**config.mk**
```make
export PLATFORM = sky130hd
export DESIGN_NAME = periodic_timer_bank
export DESIGN_NICKNAME = d
export VERILOG_FILES = /design/src/rtl/core/ptb_pkg.sv /design/src/rtl/core/ptb_cell.sv /design/src/rtl/core/periodic_timer_bank.sv
export VERILOG_INCLUDE_DIRS = /design/src /design/src/rtl/core
export SDC_FILE = /design/constraint.sdc
export NUM_CORES = 1
export LEC_CHECK = 0
export ABC_CLOCK_PERIOD_IN_PS = 6340
export BUFFER_PORTS_ARGS = -buffer_cell sky130_fd_sc_hd__clkbuf_2
export CORE_UTILIZATION = 40
export DETAILED_ROUTE_END_ITERATION = 7
export SLEW_MARGIN = 20
export SYNTH_ARGS = -nofsm -noshare
export SYNTH_HDL_FRONTEND = slang
export SYNTH_SLANG_ARGS = --single-unit
```
**constraint.sdc**
```tcl
create_clock -name clock -period 6.34 [get_ports clock]
set_input_delay 1.585 -clock clock [delete_from_list [all_inputs] [get_ports clock]]
set_output_delay 1.585 -clock clock [all_outputs]
set_load 0.02 [all_outputs]
```
**src/rtl/core/periodic_timer_bank_defines.svh**
```systemverilog
// assertion macros shared by the timer bank
`ifndef PERIODIC_TIMER_BANK_DEFINES_SVH
`define PERIODIC_TIMER_BANK_DEFINES_SVH

// same-cycle implication, checked on every rising edge outside reset
`define PTB_ASSERT_NOW(lbl, ante, cons, msg) \
   lbl: assert property (@(posedge clock) disable iff (reset) (ante) |-> (cons)) \
      else $error(msg);

// next-cycle implication
`define PTB_ASSERT_NEXT(lbl, ante, cons, msg) \
   lbl: assert property (@(posedge clock) disable iff (reset) (ante) |=> (cons)) \
      else $error(msg);

`endif

```
**src/rtl/core/ptb_pkg.sv**
```systemverilog
// types and constants of the periodic timer bank
package ptb_pkg;

   localparam int MAX_TIMERS         = 4;
   localparam int NUM_TIMERS_DEFAULT = 4;
   localparam int TICK_W             = 32;
   localparam int COUNT_W            = 3;
   localparam int MASK_W             = 4;
   localparam int INDEX_W            = 2;
   localparam int CSR_INDEX_W        = 3;
   localparam int CSR_DATA_W         = 32;
   localparam int REQ_DATA_W         = 8;
   localparam int REQ_USER_W         = 2;
   localparam int RSP_DATA_W         = 8;

   typedef enum logic [1:0] {
      MODE_TICK     = 2'd0,
      MODE_ACTIVATE = 2'd1,
      MODE_START    = 2'd2,
      MODE_STOP     = 2'd3
   } ptb_mode_type;

   typedef enum logic [CSR_INDEX_W-1:0] {
      CSR_TIMER_COUNT   = 3'd0,
      CSR_ONE_SHOT_MASK = 3'd1,
      CSR_PERIOD_0      = 3'd2,
      CSR_PERIOD_1      = 3'd3,
      CSR_PERIOD_2      = 3'd4,
      CSR_PERIOD_3      = 3'd5
   } ptb_csr_type;

   // per-cell control from the bank controller
   typedef struct packed {
      logic advance;    // chain may move this cycle
      logic clear;      // start: drop pending and armed
      logic activate;   // mark this timer pending
      logic period_we;  // load the period register
   } ptb_cell_ctrl_type;

endpackage

```
**src/rtl/core/ptb_cell.sv**
```systemverilog
// one timer cell: flags, trigger and period, visited when the scan token arrives
module ptb_cell (
   input  logic                        clock,
   input  logic                        reset,
   input  ptb_pkg::ptb_cell_ctrl_type  ctrl,
   input  logic                        token_in,
   input  logic                        active,
   input  logic                        one_shot,
   input  logic [ptb_pkg::TICK_W-1:0]  tick_count,
   input  logic [ptb_pkg::TICK_W-1:0]  period_wdata,
   output logic                        token_out,
   output logic                        expired
);
   import ptb_pkg::*;

   logic              token_ff;
   logic              pending_ff;
   logic              armed_ff;
   logic [TICK_W-1:0] trigger_ff;
   logic [TICK_W-1:0] period_ff;
   logic              visit;
   logic              pending_mid;
   logic              armed_mid;

   assign visit     = token_ff && ctrl.advance && active;
   assign expired   = visit && armed_ff && (tick_count >= trigger_ff);
   assign token_out = token_ff;

   // flags after the expiry step, before re-arming
   always_comb begin
      armed_mid   = armed_ff;
      pending_mid = pending_ff;
      if (expired) begin
         armed_mid   = 1'b0;
         pending_mid = !one_shot;
      end
   end

   always_ff @(posedge clock) begin
      if (reset) begin
         token_ff   <= 1'b0;
         pending_ff <= 1'b0;
         armed_ff   <= 1'b0;
      end else begin
         if (ctrl.advance) begin
            token_ff <= token_in;
         end
         if (ctrl.clear) begin
            pending_ff <= 1'b0;
            armed_ff   <= 1'b0;
         end else if (ctrl.activate) begin
            pending_ff <= 1'b1;
         end else if (visit) begin
            if (pending_mid) begin
               armed_ff   <= 1'b1;
               pending_ff <= 1'b0;
            end else begin
               armed_ff   <= armed_mid;
               pending_ff <= pending_mid;
            end
         end
      end
   end

   always_ff @(posedge clock) begin
      if (reset) begin
         period_ff <= '0;
      end else if (ctrl.period_we) begin
         period_ff <= period_wdata;
      end
   end

   always_ff @(posedge clock) begin
      if (visit && pending_mid) begin
         trigger_ff <= tick_count + period_ff;
      end
   end

endmodule

```
**src/rtl/core/periodic_timer_bank.sv**
```systemverilog
// top level of the periodic timer bank: controller, cell chain and result stage
//
//  channel | direction | payload                                   | accepted when
//  req_    | in        | tuser: mode; tdata: timer_index           | tvalid && tready
//  rsp_    | out       | tdata: expired_index; tlast: last expiry  | tvalid && tready
//  csr_    | in        | index, 32-bit data, no read-back          | csr_we
//
// a tick walks a token down the NUM_TIMERS cells, one a cycle while the result output
// is not stalled; req_tready is low from the taken tick through launch, the chain, the
// flush step and any expiry still held back.
// a held-back result register lets the final expiry of a tick carry tlast.
// a stalled result output freezes the chain; no request is taken during a tick.
// reset is synchronous and returns the bank to stopped with all flags clear.
module periodic_timer_bank #(
   parameter int NUM_TIMERS = ptb_pkg::NUM_TIMERS_DEFAULT
) (
   input  logic                             clock,
   input  logic                             reset,
   input  logic                             req_tvalid,
   output logic                             req_tready,
   input  logic [ptb_pkg::REQ_DATA_W-1:0]   req_tdata,   // [1:0] timer_index
   input  logic [ptb_pkg::REQ_USER_W-1:0]   req_tuser,   // [1:0] mode
   output logic                             rsp_tvalid,
   input  logic                             rsp_tready,
   output logic [ptb_pkg::RSP_DATA_W-1:0]   rsp_tdata,   // [1:0] expired_index
   output logic                             rsp_tlast,
   input  logic                             csr_we,
   input  logic [ptb_pkg::CSR_INDEX_W-1:0]  csr_index,
   input  logic [ptb_pkg::CSR_DATA_W-1:0]   csr_wdata
);
   import ptb_pkg::*;

   `include "periodic_timer_bank_defines.svh"

   logic                   running_ff;
   logic [TICK_W-1:0]      tick_count_ff;
   logic [COUNT_W-1:0]     timer_count_ff;
   logic [MASK_W-1:0]      one_shot_ff;
   logic                   launch_ff;
   logic                   flush_ff;
   logic                   held_valid_ff;
   logic [INDEX_W-1:0]     held_index_ff;
   logic                   rsp_valid_ff;
   logic [INDEX_W-1:0]     rsp_index_ff;
   logic                   rsp_last_ff;

   ptb_cell_ctrl_type      cell_ctrl [NUM_TIMERS];
   logic [NUM_TIMERS-1:0]  token;
   logic [NUM_TIMERS-1:0]  expired;
   logic                   advance;
   logic                   busy;
   logic                   req_accept;
   ptb_mode_type           mode;
   logic [INDEX_W-1:0]     req_index;
   logic                   any_expired;
   logic [INDEX_W-1:0]     expired_index;
   logic                   scan_done;

   assign mode       = ptb_mode_type'(req_tuser[1:0]);
   assign req_index  = req_tdata[INDEX_W-1:0];
   assign advance    = !rsp_valid_ff || rsp_tready;
   assign busy       = launch_ff || (|token) || flush_ff || held_valid_ff;
   assign req_tready = !busy;
   assign req_accept = req_tvalid && req_tready;
   assign scan_done  = token[NUM_TIMERS-1] && advance;

   assign any_expired = |expired;
   always_comb begin
      expired_index = '0;
      for (int i = 0; i < NUM_TIMERS; i++) begin
         if (expired[i]) begin
            expired_index = INDEX_W'(i);
         end
      end
   end

   genvar g;
   generate
      for (g = 0; g < NUM_TIMERS; g++) begin : gen_cell
         logic token_in;
         if (g == 0) begin : gen_head
            assign token_in = launch_ff;
         end else begin : gen_link
            assign token_in = token[g-1];
         end

         always_comb begin
            cell_ctrl[g].advance   = advance;
            cell_ctrl[g].clear     = req_accept && (mode == MODE_START) && !running_ff;
            cell_ctrl[g].activate  = req_accept && (mode == MODE_ACTIVATE) && running_ff
                                     && (int'(req_index) == g);
            cell_ctrl[g].period_we = csr_we
                                     && (csr_index == CSR_INDEX_W'(int'(CSR_PERIOD_0) + g));
         end

         ptb_cell u_cell (
            .clock        (clock),
            .reset        (reset),
            .ctrl         (cell_ctrl[g]),
            .token_in     (token_in),
            .active       (timer_count_ff > COUNT_W'(g)),
            .one_shot     (one_shot_ff[g]),
            .tick_count   (tick_count_ff),
            .period_wdata (csr_wdata),
            .token_out    (token[g]),
            .expired      (expired[g])
         );
      end
   endgenerate

   // bank control and configuration
   always_ff @(posedge clock) begin
      if (reset) begin
         running_ff     <= 1'b0;
         tick_count_ff  <= '0;
         timer_count_ff <= '0;
         one_shot_ff    <= '0;
         launch_ff      <= 1'b0;
      end else begin
         if (csr_we && (csr_index == CSR_TIMER_COUNT)) begin
            timer_count_ff <= csr_wdata[COUNT_W-1:0];
         end
         if (csr_we && (csr_index == CSR_ONE_SHOT_MASK)) begin
            one_shot_ff <= csr_wdata[MASK_W-1:0];
         end
         if (launch_ff && advance) begin
            launch_ff <= 1'b0;
         end
         if (req_accept) begin
            case (mode)
               MODE_START: begin
                  running_ff <= 1'b1;
               end
               MODE_STOP: begin
                  running_ff <= 1'b0;
               end
               MODE_TICK: begin
                  if (running_ff) begin
                     tick_count_ff <= tick_count_ff + TICK_W'(1);
                     launch_ff     <= 1'b1;
                  end
               end
               default: begin
               end
            endcase
         end
      end
   end

   // result stage: each expiry is held back until the next one or the flush step, so the final one gets tlast
   always_ff @(posedge clock) begin
      if (reset) begin
         flush_ff      <= 1'b0;
         held_valid_ff <= 1'b0;
         rsp_valid_ff  <= 1'b0;
      end else begin
         if (rsp_tready) begin
            rsp_valid_ff <= 1'b0;
         end
         if (advance) begin
            flush_ff <= scan_done;
            if (flush_ff) begin
               if (held_valid_ff) begin
                  rsp_valid_ff  <= 1'b1;
                  held_valid_ff <= 1'b0;
               end
            end else if (any_expired) begin
               held_valid_ff <= 1'b1;
               if (held_valid_ff) begin
                  rsp_valid_ff <= 1'b1;
               end
            end
         end
      end
   end

   always_ff @(posedge clock) begin
      if (advance) begin
         if (flush_ff) begin
            if (held_valid_ff) begin
               rsp_index_ff <= held_index_ff;
               rsp_last_ff  <= 1'b1;
            end
         end else if (any_expired) begin
            held_index_ff <= expired_index;
            if (held_valid_ff) begin
               rsp_index_ff <= held_index_ff;
               rsp_last_ff  <= 1'b0;
            end
         end
      end
   end

   assign rsp_tvalid = rsp_valid_ff;
   assign rsp_tdata  = RSP_DATA_W'(rsp_index_ff);
   assign rsp_tlast  = rsp_last_ff;

   `PTB_ASSERT_NOW(a_single_token, 1'b1, $onehot0({launch_ff, token, flush_ff}),
                   "more than one scan token in the cell chain")
   `PTB_ASSERT_NOW(a_idle_no_held, req_tready, !held_valid_ff,
                   "request taken while an expiry is still held back")
   `PTB_ASSERT_NEXT(a_tick_launch, req_accept && (mode == MODE_TICK) && running_ff,
                    launch_ff, "running tick did not launch a scan")
   `PTB_ASSERT_NOW(a_flush_after_scan, flush_ff, !launch_ff && (token == '0),
                   "flush step overlaps a scan in progress")

endmodule

```
; Word level (Yosys, flattened, before mapping)
; Cells that the tools add are included.
[op_classes]
addsub = 5
order_cmp = 8
eq_ne = 11
n_mux = 41
bitwise = 5
n_reduce_logical = 73
[ops]
columns = op, n
row1 = $add 32x32->32, 4
row2 = $ge 32x32->1, 4
row3 = $mux 1, 37
row4 = $logic_and 1x1->1, 36
row5 = $add 32x1->32 const B, 1
row6 = $reduce_and 3->1, 7
row7 = $reduce_bool 2->1, 10
row8 = $eq 2x2->1 const B, 4
row9 = $reduce_or 4->1, 2
row10 = $logic_not 1->1, 7
row11 = $eq 3x2->1 const B, 2
row12 = $eq 3x3->1 const B, 2
row13 = $gt 3x1->1 const B, 2
row14 = $gt 3x2->1 const B, 2
row15 = $mux 2, 3
row16 = $not 1->1, 5
row17 = $eq 2x1->1 const B, 2
row18 = $logic_not 2->1, 2
row19 = $logic_or 1x1->1, 4
row20 = $reduce_and 2->1, 2
row21 = $reduce_or 2->1, 2
row22 = $eq 3x1->1 const B, 1
row23 = $logic_not 3->1, 1
row24 = $pmux 1 s2, 1
[totals]
register_bits = 317
output_inout_bits = 11
word_cells = 175

; Longest topological paths before layout
[depth]
ltp_word = 11
depth_mapped = 11
ltp_nobuf = 11

; Modules after synthesis
; Synthesis repeated with hierarchy kept, for this count alone.
[unflattened]
cells_unflattened = 2424
hier_area_um2 = 22091.2
[modules_own_cells]
columns = module, instances, cells_per_inst, area_each_um2, seq_area_each_um2
row1 = ptb_cell (gen_cell[0].u_cell ...), 3, 541, 4954.8, 1661.6
row2 = ptb_cell (gen_cell[3].u_cell), 1, 522, 4780.8, 1661.6
row3 = periodic_timer_bank, 1, 279, 2446.1, 1031.0

; Worst setup path after synthesis
; No wires, ideal clock.
[synth_timing]
path_kind = input to register
from = in rsp_tready
to = reg gen_cell[2].u_cell.trigger_ff[0], enable pin
setup_time_ps = 466
arrival_time_ps = 4978
required_ps = 5874
slack_ps = 896
stages = 9
n_path_buf = 1
path_cell_list = nand2b_1 > clkbuf_1 > nand2_1 > nor2_1 > nand2_1 > nor3_1 > a21o_1 > inv_1 > o21ai_0
[synth_between]
elab_chain_cells = 7
[synth_lines]
columns = element, line_no
row1 = from (decl), periodic_timer_bank.sv:24  ; input logic rsp_tready,
row2 = $logic_or 1x1->1 (*), periodic_timer_bank.sv:61  ; assign advance = !rsp_valid_ff || rsp_tready;
row3 = $logic_and 1x1->1 (*) (2 in series), ptb_cell.sv:25  ; assign visit = token_ff && ctrl.advance && active;
row4 = $logic_and 1x1->1 (2 in series), ptb_cell.sv:26  ; assign expired = visit && armed_ff && (tick_count >= trigger_ff);
row5 = $mux 1, ptb_cell.sv:33  ; if (expired) begin
row6 = $logic_and 1x1->1 (*), ptb_cell.sv:74  ; if (visit && pending_mid) begin
row7 = to (signal assigned), ptb_cell.sv:75  ; trigger_ff <= tick_count + period_ff;
row8 = to (decl), ptb_cell.sv:19  ; logic [TICK_W-1:0] trigger_ff;
; Every way passes the cells marked *; elsewhere a longest branch is shown, timed or not.
; A chain may end at the register's enable or synchronous reset.

; Worst setup path in the final report
[layout_timing]
from = reg tick_count_ff[0]
to = reg rsp_index_ff[0], enable pin
[layout_between]
elab_chain_cells = 5
[layout_lines]
columns = element, line_no
row1 = from (decl), periodic_timer_bank.sv:36  ; logic [TICK_W-1:0] tick_count_ff;
row2 = from (signal assigned), periodic_timer_bank.sv:139  ; tick_count_ff <= tick_count_ff + TICK_W'(1);
row3 = $ge 32x32->1, ptb_cell.sv:26
row4 = $logic_and 1x1->1, ptb_cell.sv:26
row5 = $reduce_or 4->1 (*), periodic_timer_bank.sv:67  ; assign any_expired = |expired;
row6 = $reduce_bool 2->1 (no source line) (*), -
row7 = $reduce_and 2->1 (no source line) (*), -
row8 = to (signal assigned), periodic_timer_bank.sv:181  ; rsp_index_ff <= held_index_ff;
row9 = to (signal assigned), periodic_timer_bank.sv:187  ; rsp_index_ff <= held_index_ff;
row10 = to (decl), periodic_timer_bank.sv:44  ; logic [INDEX_W-1:0] rsp_index_ff;
; Marked as above.

==> summary.md <==
| Metric | Value |
|---|---|
| Status | `completed` |
| Final setup fails | `0` |
| Register area share after synthesis | `37.8%` |
| Ys Warns | `0` |
| Latest clock arrival within the worst-skew pair | `0.53 ns` |
| Slowest CP cell | `a311oi_1` |
| Initial Utilization | `40.5%` |
| Deepest clock path buffer count | `3` |
| R2R Path Start | `tick_count_ff[0]$_SDFFE_PP0P_` |
| Post CTS Setup Buffer Count | `0` |
| Crit path top cell by count | `a211oi_1` |
| Die H | `227 um` |
| Synth Instances | `2,314` |
| Worst hold stages | `0` |
| Final Max Tran Viols | `0` |
| Share of cells above drive strength 1 | `6.18%` |
| Max-Cap Viols | `0` |
| Post-route ant nets | `0` |
| GRT Total Usage | `20.3%` |
| Worst Slack Setup Final | `2.34 ns` |
| Synth Cell Area | `20,300 um^2` |
| CORE AREA | `50,200 um^2` |
| # diodes | `0` |
| Die width | `227 um` |
| Lkg Pwr | `10.3 nW` |
| Ports | `61` |
| Pin count of the biggest net entering global routing | `137` |
| Multi-input logic area | `11,700 um^2` |
| Post-synth EDFFs | `133` |
| TritonRoute pass-1 iters | `5` |
| Fill count | `4,763` |
| Die footprint | `51,700 um^2` |
| Reg area | `7680 um^2` |
| RSZ-0062 raised after global routing | `false` |
| CP Data Arrival Time | `4.23 ns` |
| Final HPWL DP | `40.3 mm` |
| Crit-path max cell delay | `0.68 ns` |
| CP Launch Type | `register` |
| Vias per cell | `5.40` |
| Inserted Clock Buffers | `37` |
| Total grt overflow | `0` |
| Site Rows | `82` |
| Nets@finish | `2,657` |
| Syn_area_per_cell | `8.78 um^2` |
| GPL Wtd Cong | `0.975` |
| Post-synthesis async set-or-reset flop share | `0%` |
| Initial DRC count | `997` |
| Setup TNS | `0 ns` |
| Most frequent cells in the layout | `358 x nand2_1, 294 x a21oi_1, 253 x ha_1` |
| Area Growth Syn to Fin | `11.0%` |
| Drt wl/cell | `17.1 um` |
| Maximum VDD drop | `0.000192 V` |
| CP max FO | `8` |
| F_max | `250 MHz` |
| Resize count post-CTS | `0` |
| I/O Buffers | `48` |
| CTS tree | `built` |
| Setup slack, reg-to-reg | `2.34 ns` |
| FF-to-FF End | `rsp_index_ff[0]$_DFFE_PP_` |
| Slew HR | `27.8%` |
| First-pass GRT wire length | `82.5 mm` |
| Worst min-delay path category | `register to register` |
| Vias | `16,500` |
| Tmin final | `4.00 ns` |
| Drt total wl | `52.1 mm` |
| Initial antenna violation count | `4` |
| Yosys reg bits | `317` |
| DRC Markers | `0` |
| Vias in the first global route | `16,100` |
| H-tree levels | `2` |
| CP endpoint kind | `register` |
| Crit share post-route | `63.0%` |
| Hold_sp | `held_index_ff[0]$_SDFFCE_PP1P_` |
| Clock transition at path regs | `0.06 ns` |
| Critical-path cell list | `inv_1 -> ha_1 -> nand2b_1 -> a21o_1 -> a211oi_1 -> o221ai_1 -> o2111ai_1 -> nand3_1 -> a311oi_1 -> a211oi_1` |
| Synth cell types | `73` |
| Worst Skew | `0.0139 ns` |
| Synth Flop Type | `dfxtp_1` |
| Least-Margin Pin Slew | `1.08 ns` |
| Clk sinks | `317` |
| DP Worst Slack | `2.02 ns` |
| Post-CTS Hold Buffers | `0` |
| CTS root buffer | `clkbuf_16` |
| Commonest non-fill, non-tap cell in the layout | `nand2_1` |
| Fin. Hold Viols | `0` |
| Hold Path End | `rsp_index_ff[0]$_DFFE_PP_` |
| PD cells | `200 nW/um^2` |
| Final Non-Filler Cells | `3,051` |
| Worst Setup Path Type | `register to register` |
| CP required | `6.58 ns` |
| Reg2Reg Depth | `10` |
| Dpl cells | `2,983` |
-- flip-flops by register name, indices dropped and copies added, names as in the netlist, 2 cells and up --
register,cells
tick_count_ff,32
gen_cell.u_cell.trigger_ff,128
timer_count_ff,3
gen_cell.u_cell.period_ff,128
held_index_ff,2
gen_cell.u_cell.token_out,4
gen_cell.u_cell.pending_ff,4
one_shot_ff,4
rsp_index_ff,2
gen_cell.u_cell.armed_ff,4
-- final cells by class --
type | count | area share [%]
timing repair buffer | 62 | 1.65
multi-input combinational | 1753 | 52.0
tap | 672 | 3.73
inverter | 179 | 2.98
sequential | 317 | 34.0
clock inverter | 12 | 0.472
clock buffer | 56 | 5.10
-- layer usage --
layer | share of wire (%) | up-vias | wire length, um | track usage, %
li1 | - | 8319 | - | -
met1 | 47 | 7781 | 24300 | 26.2
met2 | 46 | 260 | 24200 | 34.4
met3 | 3.9 | 110 | 2030 | 3.08
met4 | 3.0 | 8 | 1580 | 6.95
met5 | 0.096 | - | 50 | 0
-- Yosys cell counts (all sizes together), types with 4 or more instances --
| master | count | area (um^2) |
|---|---|---|
| o2111ai | 11 | 96.3 |
| and4 | 12 | 105 |
| o311ai | 6 | 52.6 |
| o21ai | 81 | 405 |
| or2 | 7 | 43.8 |
| and2 | 8 | 50.1 |
| buf | 11 | 83.8 |
| a31oi | 10 | 62.6 |
| nand2 | 360 | 1350 |
| xor2 | 51 | 447 |
| mux2i | 12 | 120 |
| o211ai | 9 | 67.6 |
| or3 | 13 | 81.3 |
| a211o | 4 | 35.0 |
| ha | 253 | 3170 |
| and3 | 18 | 113 |
| a21oi | 295 | 1480 |
| a31o | 4 | 35.0 |
| clkbuf | 59 | 221 |
| or4 | 4 | 30.0 |
| a211oi | 26 | 195 |
| nand3 | 49 | 258 |
| o21a | 27 | 203 |
| o31ai | 10 | 75.1 |
| a41oi | 4 | 35.0 |
| nor2 | 122 | 458 |
| fa | 4 | 80.1 |
| nor3 | 26 | 135 |
| edfxtp | 133 | 3990 |
| o21bai | 14 | 105 |
| a21o | 90 | 676 |
| a2111oi | 7 | 61.3 |
| nor4 | 6 | 58.8 |
| dfxtp | 184 | 3680 |
| a21boi | 8 | 60.1 |
| nand4 | 37 | 231 |
| nand2b | 23 | 144 |
| inv | 179 | 672 |
| xnor2 | 73 | 639 |
| nor2b | 24 | 150 |
| a221oi | 5 | 43.8 |
-- critical path, delay by kind of cell (launching register included) --
kind	cells	cell delay, ns
flops	1	0.58
compound gates	6	2.00
fa+ha+maj	1	0.33
buf+inv	1	0.24
simple gates	2	0.55
-- metrics by stage --
stage                     hold slack, ns  area (um^2)  utilization, %  total power, mW
after floorplan                    0.400        20300               -             2.29
after global placement             0.401        21300            42.4             2.35
after detailed placement           0.414        21300            42.4             2.35
after CTS                          0.427        22600            45.0             4.55
after global routing               0.446        22600            45.0             4.64
final                              0.423        22600            45.0             4.51
-- power by group --
part	internal (mW)	switching (mW)	leakage, nW
Clock	1.33	0.863	0.620
Combinational	0.0506	0.116	7.07
Sequential	2.13	0.0114	2.64
Total	3.52	0.991	10.3
-- how the worst max path moves through the flow --
| stage | slack, ns | end | cells past startpoint | startpoint |
|---|---|---|---|---|
| final | 2.34 | rsp_index_ff[0]$_DFFE_PP_ | 10 | tick_count_ff[0]$_SDFFE_PP0P_ |
| after global placement | 1.84 | gen_cell[3].u_cell.trigger_ff[0]$_DFFE_PP_ | 7 | rsp_tready |
| after global routing | 2.14 | gen_cell[1].u_cell.trigger_ff[28]$_DFFE_PP_ | 10 | tick_count_ff[1]$_SDFFE_PP0P_ |
| after detailed placement | 2.02 | rsp_index_ff[0]$_DFFE_PP_ | 8 | rsp_tready |
| after CTS | 2.36 | rsp_index_ff[1]$_DFFE_PP_ | 10 | tick_count_ff[0]$_SDFFE_PP0P_ |
| after floorplan | 0.90 | gen_cell[2].u_cell.trigger_ff[0]$_DFFE_PP_ | 9 | rsp_tready |
-- kinds of logic after synthesis --
kind of cell	Yosys count	share of synthesized area (%)
and+or+nand+nor	722	16.4
adders and majority gates	257	16.0
other	1	0.0185
xor gates and xnor gates	124	5.35
muxes	12	0.591
buffers and inverters	249	4.81
AOI/OAI and AO/OA	632	19.1
DFF	317	37.8
(Power assumes the default switching activity.)
